<file path="config.mk">
export PLATFORM = sky130hd
export DESIGN_NAME = supervisory_frame_receiver
export DESIGN_NICKNAME = d
export VERILOG_FILES = /design/src/design/sfr_pkg.sv /design/src/design/sfr_parser.sv /design/src/design/supervisory_frame_receiver.sv
export SDC_FILE = /design/constraint.sdc
export NUM_CORES = 1
export LEC_CHECK = 0
export BUFFER_PORTS_ARGS = -buffer_cell sky130_fd_sc_hd__buf_4
export CAP_MARGIN = 40
export CORE_MARGIN = 2
export CORE_UTILIZATION = 50
export DETAILED_ROUTE_END_ITERATION = 8
export GPL_TIMING_DRIVEN = 0
export PLACE_DENSITY = 0.76
export REMOVE_ABC_BUFFERS = 1
export SETUP_SLACK_MARGIN = 0.05
export SYNTH_ARGS = -nofsm -noshare
export SYNTH_HDL_FRONTEND = slang
export SYNTH_SLANG_ARGS = --single-unit
</file>
<file path="constraint.sdc">
create_clock -name aclk -period 4.2 [get_ports aclk]
set_clock_uncertainty 0.05 [all_clocks]
set_input_delay 0.84 -clock aclk [delete_from_list [all_inputs] [get_ports aclk]]
set_output_delay 0.84 -clock aclk [all_outputs]
set_load 0.03 [all_outputs]
</file>
<file path="src/design/sfr_pkg.sv">
// Shared constants, types and helper functions for the supervisory frame receiver.
// Used by sfr_parser and supervisory_frame_receiver; depends on nothing.
`timescale 1ns / 1ps

package sfr_pkg;

    localparam logic [7:0] FLAG_BYTE = 8'h7E;
    localparam logic [7:0] ADDR_MAIN = 8'h03;
    localparam logic [7:0] ADDR_ALT  = 8'h01;

    localparam logic [7:0] CTRL_SET  = 8'h03;
    localparam logic [7:0] CTRL_UA   = 8'h07;
    localparam logic [7:0] CTRL_DISC = 8'h0B;
    localparam logic [7:0] CTRL_RR0  = 8'h05;
    localparam logic [7:0] CTRL_RR1  = 8'h85;
    localparam logic [7:0] CTRL_REJ0 = 8'h01;
    localparam logic [7:0] CTRL_REJ1 = 8'h81;
    localparam logic [7:0] CTRL_NONE = 8'hFF;
    localparam logic [7:0] SEQ_MASK  = 8'h80;

    typedef enum logic [2:0] {
        KIND_NONE = 3'd0,
        KIND_SET  = 3'd1,
        KIND_UA   = 3'd2,
        KIND_DISC = 3'd3,
        KIND_RR   = 3'd4,
        KIND_REJ  = 3'd5
    } kind_t;

    typedef enum logic [4:0] {
        ST_HUNT  = 5'b00001,
        ST_FLAG  = 5'b00010,
        ST_ADDR  = 5'b00100,
        ST_CTRL  = 5'b01000,
        ST_CHECK = 5'b10000
    } parse_state_t;

    typedef struct packed {
        logic  done;
        kind_t kind;
        logic  seq;
    } result_t;

    function automatic kind_t classify(input logic [7:0] c);
        kind_t k;
        unique case (c)
            CTRL_SET:            k = KIND_SET;
            CTRL_UA:             k = KIND_UA;
            CTRL_DISC:           k = KIND_DISC;
            CTRL_RR0, CTRL_RR1:  k = KIND_RR;
            CTRL_REJ0, CTRL_REJ1: k = KIND_REJ;
            default:             k = KIND_NONE;
        endcase
        return k;
    endfunction

    function automatic logic [7:0] held_control(input kind_t k, input logic s);
        logic [7:0] hi;
        logic [7:0] c;
        hi = s ? SEQ_MASK : 8'h00;
        unique case (k)
            KIND_SET:  c = CTRL_SET;
            KIND_UA:   c = CTRL_UA;
            KIND_DISC: c = CTRL_DISC;
            KIND_RR:   c = CTRL_RR0 | hi;
            KIND_REJ:  c = CTRL_REJ0 | hi;
            default:   c = CTRL_NONE;
        endcase
        return c;
    endfunction

    function automatic logic check_ok(input kind_t k, input logic s, input logic [7:0] b);
        logic [7:0] c;
        c = held_control(k, s);
        return (k != KIND_NONE) &&
               ((b == (ADDR_MAIN ^ c)) || ((k == KIND_DISC) && (b == (ADDR_ALT ^ c))));
    endfunction

endpackage

</file>
<file path="src/design/sfr_parser.sv">
// Frame parser: the parse state, the held control kind and the per-byte result logic.
// Depends on sfr_pkg.
`timescale 1ns / 1ps

module sfr_parser (
    input  logic             aclk,
    input  logic             aresetn,
    input  logic             step_en,
    input  logic [7:0]       rx_byte,
    output sfr_pkg::result_t result
);

    sfr_pkg::parse_state_t state_reg, state_next;
    sfr_pkg::kind_t        kind_reg, kind_next;
    logic                  seq_reg, seq_next;
    sfr_pkg::kind_t        ctrl_kind;

    assign ctrl_kind = sfr_pkg::classify(rx_byte);

    always_comb begin
        state_next  = sfr_pkg::ST_HUNT;
        kind_next   = kind_reg;
        seq_next    = seq_reg;
        result.done = 1'b0;
        result.kind = sfr_pkg::KIND_NONE;
        result.seq  = 1'b0;
        unique case (state_reg)
            sfr_pkg::ST_FLAG: begin
                if (rx_byte == sfr_pkg::FLAG_BYTE) begin
                    state_next = sfr_pkg::ST_FLAG;
                end else if (rx_byte == sfr_pkg::ADDR_MAIN || rx_byte == sfr_pkg::ADDR_ALT) begin
                    state_next = sfr_pkg::ST_ADDR;
                end
            end
            sfr_pkg::ST_ADDR: begin
                if (rx_byte == sfr_pkg::FLAG_BYTE) begin
                    state_next = sfr_pkg::ST_FLAG;
                end else if (ctrl_kind != sfr_pkg::KIND_NONE) begin
                    state_next = sfr_pkg::ST_CTRL;
                    kind_next  = ctrl_kind;
                    seq_next   = rx_byte[7];
                end
            end
            sfr_pkg::ST_CTRL: begin
                if (rx_byte == sfr_pkg::FLAG_BYTE) begin
                    state_next = sfr_pkg::ST_FLAG;
                end else if (sfr_pkg::check_ok(kind_reg, seq_reg, rx_byte)) begin
                    state_next = sfr_pkg::ST_CHECK;
                end
            end
            sfr_pkg::ST_CHECK: begin
                if (rx_byte == sfr_pkg::FLAG_BYTE) begin
                    result.done = 1'b1;
                    result.kind = kind_reg;
                    result.seq  = (kind_reg == sfr_pkg::KIND_RR || kind_reg == sfr_pkg::KIND_REJ)
                                  ? seq_reg : 1'b0;
                end
            end
            default: begin
                if (rx_byte == sfr_pkg::FLAG_BYTE) begin
                    state_next = sfr_pkg::ST_FLAG;
                end
            end
        endcase
    end

    always_ff @(posedge aclk) begin
        if (!aresetn) begin
            state_reg <= sfr_pkg::ST_HUNT;
            kind_reg  <= sfr_pkg::KIND_NONE;
            seq_reg   <= 1'b0;
        end else if (step_en) begin
            state_reg <= state_next;
            kind_reg  <= kind_next;
            seq_reg   <= seq_next;
        end
    end

endmodule

</file>
<file path="src/design/supervisory_frame_receiver.sv">
// Top level of the supervisory frame receiver: input register, parser and result register.
// Depends on sfr_pkg and sfr_parser.
`timescale 1ns / 1ps

//  Channel   Direction  Ports                                   Request
//  input     in         s_valid s_ready s_rx_byte               one received byte
//  result    out        m_valid m_ready m_frame_done
//                       m_frame_kind m_seq_bit                  one result per byte
//
// An accepted byte sits in the input register; the parser's result for it is loaded into the
// result register, and m_valid set, once the result register is free (empty or being taken).
// A new byte is taken every cycle while results are drained. Reset clears the parse state
// and both valid flags. A stalled result holds the result register and then the input
// register; both stay full until the result is taken.

module supervisory_frame_receiver (
    input  logic       aclk,
    input  logic       aresetn,
    input  logic       s_valid,
    output logic       s_ready,
    input  logic [7:0] s_rx_byte,
    output logic       m_valid,
    input  logic       m_ready,
    output logic       m_frame_done,
    output logic [2:0] m_frame_kind,
    output logic       m_seq_bit
);

    logic              in_valid_reg;
    logic [7:0]        in_byte_reg;
    logic              out_valid_reg;
    sfr_pkg::result_t  out_result_reg;
    sfr_pkg::result_t  step_result;
    logic              out_free;
    logic              step_en;

    assign out_free = !out_valid_reg || m_ready;
    assign step_en  = in_valid_reg && out_free;
    assign s_ready  = !in_valid_reg || out_free;

    sfr_parser u_parser (
        .aclk    (aclk),
        .aresetn (aresetn),
        .step_en (step_en),
        .rx_byte (in_byte_reg),
        .result  (step_result)
    );

    always_ff @(posedge aclk) begin
        if (!aresetn) begin
            in_valid_reg  <= 1'b0;
            out_valid_reg <= 1'b0;
        end else begin
            if (s_ready) begin
                in_valid_reg <= s_valid;
            end
            if (out_free) begin
                out_valid_reg <= in_valid_reg;
            end
        end
    end

    always_ff @(posedge aclk) begin
        if (s_valid && s_ready) begin
            in_byte_reg <= s_rx_byte;
        end
        if (step_en) begin
            out_result_reg <= step_result;
        end
    end

    assign m_valid      = out_valid_reg;
    assign m_frame_done = out_result_reg.done;
    assign m_frame_kind = out_result_reg.kind;
    assign m_seq_bit    = out_result_reg.seq;

endmodule

</file>
==> results of run 1 <==
[final cells by class]
class / count / area (sq um) / share of cell area, %
tap: 28 / 35.0 / 2.57
clock buffer: 3 / 22.5 / 1.65
inverter: 5 / 18.8 / 1.38
timing repair buffer: 18 / 135 / 9.92
clock inverter: 1 / 3.75 / 0.275
sequential: 24 / 611 / 44.8
multi-input combinational: 77 / 537 / 39.4
[worst register-to-register path, stage by stage, from the launching register on]
cell,delay [ns]
edfxtp_1,0.53
nand2b_1,0.21
nor3_1,0.44
nor2b_1,0.31
and2_1,0.17
[routing by layer]
metal / wire length [um] / up-vias / global-route usage (%) / part of all wire [%]
li1: - / 438 / - / -
met1: 940 / 407 / 23.3 / 44
met2: 1060 / 29 / 31.0 / 50
met3: 100 / 4 / 3.39 / 4.7
met4: 29 / 0 / 7.69 / 1.4
met5: 0 / - / 0 / 0
[power by group]
part	leakage, nW	total [W]	internal (W)	switching (W)
Sequential	0.212	0.000265	0.000256	0.00000845
Clock	0.0154	0.0000996	0.0000347	0.0000648
Combinational	0.256	0.0000397	0.0000188	0.0000209
Total	0.484	0.000404	0.000310	0.0000942
[cells in the final DEF (no fill, tap or decap), types with 2 or more instances in the layout]
cell        n
nor3_1      3
nor3b_1     2
inv_1       5
nor2b_1     7
nand3_1     2
clkbuf_4    3
buf_4      18
nor2_1      3
or3_1       3
xnor2_1     4
and2_1      7
mux2i_1     3
nor3_2      2
nor4_1      2
nand2b_1    4
dfxtp_1    11
nand2_1     8
edfxtp_1   13
a21oi_1     4
o21ai_0     2
o2111ai_1   2
[worst max path at each step]
stage                                       to  slack [ns]  cells past startpoint
after CTS                              s_ready        1.98                      4
after global routing                   s_ready        1.95                      4
after floorplan           u_parser.kind_reg[2]        2.15                      5
after detailed placement  u_parser.kind_reg[2]        1.90                      6
after global placement    u_parser.kind_reg[2]        1.91                      6
final                                  s_ready        1.98                      4
[metrics by stage]
step	instances	worst slack (ns)	hold WS (ns)	power, W
2_1_floorplan	106	2.15	0.415	0.000291
5_1_grt	156	1.95	0.507	0.000425
4_1_cts	156	1.98	0.472	0.000409
6_report	156	1.98	0.464	0.000404
3_5_place_dp	152	1.90	0.454	0.000310
3_3_place_gp	152	1.91	0.440	0.000308
[cell usage after synthesis (all sizes together) (4+ instances only)]
cell type,n
nand2b,4
inv,5
dfxtp,11
buf,5
nor2b,8
nand2,9
xnor2,4
nor3,5
and2,7
edfxtp,13
a21oi,4
[cells by family after synthesis]
kind of cell | Yosys count | synth area share, %
compound gates | 18 | 11.2
simple gates | 52 | 28.0
buf+inv | 11 | 4.68
mux | 3 | 2.49
flops | 24 | 50.7
xor+xnor | 4 | 2.91
==> results.toml, run 1 <==
[outcome]
status = "finished, final reports clean"

[hold_path]
min_to = "u_parser.state_reg[1]"
min_path_type = "flop to flop"
min_from = "u_parser.state_reg[1]"
holdPathStages = 2

[global_routing]
first_global_vias = 805
grt_pass1_wl_um = 3640
antenna_found_initial = 0
grt-ovfl-total = 0
grt_max_degree = 14
grt.total_usage_pct = 18.5

[clocking]
cts_buffers = 3
cts_resized = 0
ctsHoldBuffers = 0
cts.sinks = 24
htree_num_levels = 1
cts_buffer_depth = 2
clkTransAtPathRegs_ns = 0.12
clkLatencyLatePin_ns = 0.31
cts_root_buffer = "clkbuf_4"
post_cts_buffers = 0
cts_tree = "built"

[sta]
tns_ns = 0
final-hold-violation-count = 0
setup_violations = 0
fin_crit_ns = 2.22
max_freq_mhz = 451
slew_headroom_pct = 68.0
finalMaxSlewViolations = 0
rsz0062_at_grt = "no"
worst_pin_slew_ns = 0.476
finalCritPeriodShare_pct = 52.8

[final_layout]
num_antenna_cells = 0
areaGrowthSynthToFinish_pct = 13.2
postLayoutCoreUtil_pct = 60.4
largest_register_ffs = 8
fillCellCount = 199
final_nets = 141
final_layout_size_suffix_gt1_share_pct = 20.3
final_area_sq_um = 1360

[yosys]
yosysWarningCount = 0
synth.avg_cell_area_sq_um = 10.7
synthTopCellsByArea = "edfxtp_1, dfxtp_1, and2_1"
synthArstFlopShare_pct = 0
syn-cell-area_sq_um = 1200
postSynthCellCount = 112
yosysTopAreaCellShare_pct = 32.4
post-synth-top-area-cell = "edfxtp_1"
ys_seq_area_share_pct = 50.7
synth_flop_cell = "edfxtp_1"
ys_types = 42
synth-edff-count = 13
ys_ff_latch = 24

[worst_setup_path]
cp_common_cell = "buf_4"
worstPathArrival_ns = 1.33
crit_path_start = "m_ready"
endpoint_kind = "output port"
timing.rr.start = "in_byte_reg[7]"
criticalPathCategory = "primary input to output port"
crit_path_start_kind = "primary input"
reg2reg_depth = 4
crit_chain = "buf_4 -> nor2b_4 -> nand2_1 -> buf_4"
required_ns = 3.31
cp_max_fo = 4
rrSetupSlack_ns = 2.37
max_stage_delay_ns = 0.17
r2r_end = "m_frame_kind[2]"
path_buf_inv = 2
slowest_stage = "buf_4"
cp_top_family = "buffers and inverters"

[flow_run]
maxCapViolations = 0

[placed_design]
dp_hpwl_um = 1550
place_congestion = 0.825
place_area_sq_um = 1340
portBuffers = 18

[power]
power_per_cell_area_nw_per_um2 = 297
ir_drop_uv = 267
p_leak_nw = 0.484

[floorplan]
die_y_um = 53.1
start_util_pct = 53.4
rows = 17
chipWidth_um = 53.1
top_level_ports = 19
core-area_sq_um = 2250
dieArea_sq_um = 2820

[detailed_routing]
first_iter_violations = 23
drt_wl_total_um = 2130
firstDrtPassIters = 4
vias = 878
viasPerCell = 5.63
ant_nets = 0
drc = 0
wl_per_cell_um = 13.6
(Power assumes the default switching activity.)
==> run 2: changes to the inputs <==
Settings changed: CORE_UTILIZATION 50 to 49, PLACE_DENSITY 0.76 to 0.77.
Clock period 4.2 ns to 1.85 ns, I/O delays scaled along.
==> run 2 against run 1 <==
Against the previous run:
- critical path depth increased by 2
- combinational power increased to 2.8 times the previous value
- wire length increased by 5.2%
- flip-flop and latch count unchanged
- sequential power increased by 130%
- non-clock buffer count increased by 11
- count of clock-buffer cells in the layout unchanged
- total power increased to 2.7 times the previous value
- worst setup slack got worse by 1.9 ns
- core utilization increased by 5.5 points
- hold slack got worse by 0.30 ns
- via count increased by 4.4%
- largest power group unchanged
==> results.toml, run 2 (synthesized netlist as in run 1, its figures left out) <==
[worst_setup_path]
crit_path_start_kind = "flop"
crit_path_start = "in_byte_reg[1]"
timing.rr.start = "in_byte_reg[1]"
reg2reg_depth = 6
r2r_end = "u_parser.kind_reg[0]"
endpoint_kind = "flop"
worstPathArrival_ns = 1.91
cp_max_fo = 6
required_ns = 2.02
rrSetupSlack_ns = 0.12
crit_end = "u_parser.kind_reg[0]"
criticalPathCategory = "flop to flop"

[floorplan]
core-area_sq_um = 2280
rows = 17
chipWidth_um = 53.6
start_util_pct = 52.9
die_y_um = 53.6
top_level_ports = 19
dieArea_sq_um = 2870

[final_layout]
largest_register_ffs = 8
mostFrequentLayoutCells = "buf_4, edfxtp_1, dfxtp_1, nand2_1"
layout_commonest_cell = "buf_4"
layout.cells.non_filler = 167
final_layout_size_suffix_gt1_share_pct = 30.9
areaGrowthSynthToFinish_pct = 24.6
final_nets = 152
final_area_sq_um = 1500
fillCellCount = 173
num_antenna_cells = 0

[sta]
fin_crit_ns = 1.73
worst_pin_slew_ns = 0.419
final-hold-violation-count = 0
slew_headroom_pct = 72.1
finalCritPeriodShare_pct = 93.8
finalMaxSlewViolations = 0
max_freq_mhz = 577
tns_ns = 0
rsz0062_at_grt = "yes"
layout_setup_ws_ns = 0.116
setup_violations = 0

[clocking]
cts_root_buffer = "clkbuf_4"
clkLatencyLatePin_ns = 0.31
cts.sinks = 24
cts_tree = "built"
clkTransAtPathRegs_ns = 0.13
cts_buffer_depth = 2
cts_buffers = 3
htree_num_levels = 1

[power]
cellInternalPower_w = 0.000859
clockPowerShare_pct = 34.3
finalPower_w = 0.00108
p_leak_nw = 0.563
power_per_cell_area_nw_per_um2 = 722
pwr-share-comb_pct = 10.4
switchingPower_w = 0.000225
switching_share_pct = 20.8
sequentialPowerShare_pct = 55.3
ir_drop_uv = 531

[detailed_routing]
vias = 917
ant_nets = 0
drc = 0
first_iter_violations = 15
wl_per_cell_um = 13.4
viasPerCell = 5.49
firstDrtPassIters = 4
drt_wl_total_um = 2240

[hold_path]
min_path_type = "primary input to flop"
min_from = "s_rx_byte[2]"

[placed_design]
placed_cells = 152
portBuffers = 18
place_congestion = 0.848
dp_hpwl_um = 1550
place_area_sq_um = 1340
place_ws_ns = 0.0196

[outcome]
status = "finished, final reports clean"

[global_routing]
grt-ovfl-total = 0
grt_pass1_wl_um = 3680
grt_max_degree = 15
grt.total_usage_pct = 17.8
antenna_found_initial = 0
first_global_vias = 831

[flow_run]
maxCapViolations = 0
run 2: cell count changes in the layout (fill, tap and decap cells not counted):
cell | previous run | this run
buf_4 | 18 | 28
nor3_1 | 3 | 2
buf_6 | 0 | 1
nor3_4 | 0 | 1
dfxtp_1 | 11 | 10
clkinv_1 | 1 | 0
nand2b_4 | 0 | 1
and2_4 | 0 | 1
nand2b_1 | 4 | 3
nor2b_2 | 0 | 1
dfxtp_2 | 0 | 1
bufinv_16 | 0 | 1
and2_1 | 7 | 6
nor2b_1 | 7 | 6
run 2: stage by stage:
stage	util (%)	hold slack, ns
2_1_floorplan	-	0.401
3_3_place_gp	58.7	0.440
3_5_place_dp	58.7	0.453
4_1_cts	61.2	0.159
5_1_grt	65.9	0.147
6_report	65.9	0.169
run 2: timing repair:
action | CTS | global route
hold buffers | 0 | 0
pin swaps | 1 | 4
buffers inserted | 0 | 11
resized for setup | 1 | 6
endpoints found under the setup margin | 5 | 11
run 2: critical path, cell delays in order, from the launching register on:
cell	delay, ns
edfxtp_1	0.52
and2_4	0.19
a21o_1	0.18
nor4_4	0.27
buf_4	0.18
mux2i_1	0.18
nor2b_1	0.06
run 2: per-layer routing:
layer / global-route usage, % / wire length (um) / vias up
met5: 0 / 0 / -
met4: 7.69 / 15 / 0
li1: - / - / 459
met3: 3.33 / 80 / 2
met2: 30.9 / 1150 / 20
met1: 21.6 / 995 / 436
run 2: power groups by stage:
stage | Clock [W] | Combinational [W] | Sequential (W)
2_1_floorplan | 0 | 0.0000400 | 0.000620
3_3_place_gp | 0 | 0.0000872 | 0.000612
3_5_place_dp | 0 | 0.0000897 | 0.000613
4_1_cts | 0.000382 | 0.0000903 | 0.000601
5_1_grt | 0.000401 | 0.000123 | 0.000603
6_report | 0.000371 | 0.000113 | 0.000600
run 2: how the worst min path moves through the flow:
stage | to | cells after the start
5_1_grt | in_byte_reg[7] | 1
6_report | in_byte_reg[2] | 1
4_1_cts | in_byte_reg[3] | 1
3_3_place_gp | u_parser.state_reg[1] | 2
2_1_floorplan | u_parser.state_reg[0] | 1
3_5_place_dp | u_parser.state_reg[1] | 2
run 2: cell type report:
cell class	count	area, sq um	share of cell area (%)
Clock buffer	3	22.5	1.50
Sequential cell	24	612	40.8
Timing Repair Buffer	29	221	14.8
Clock inverter	1	30.0	2.00
Inverter	5	18.8	1.25
Multi-Input combinational cell	77	561	37.4
Tap cell	28	35.0	2.34
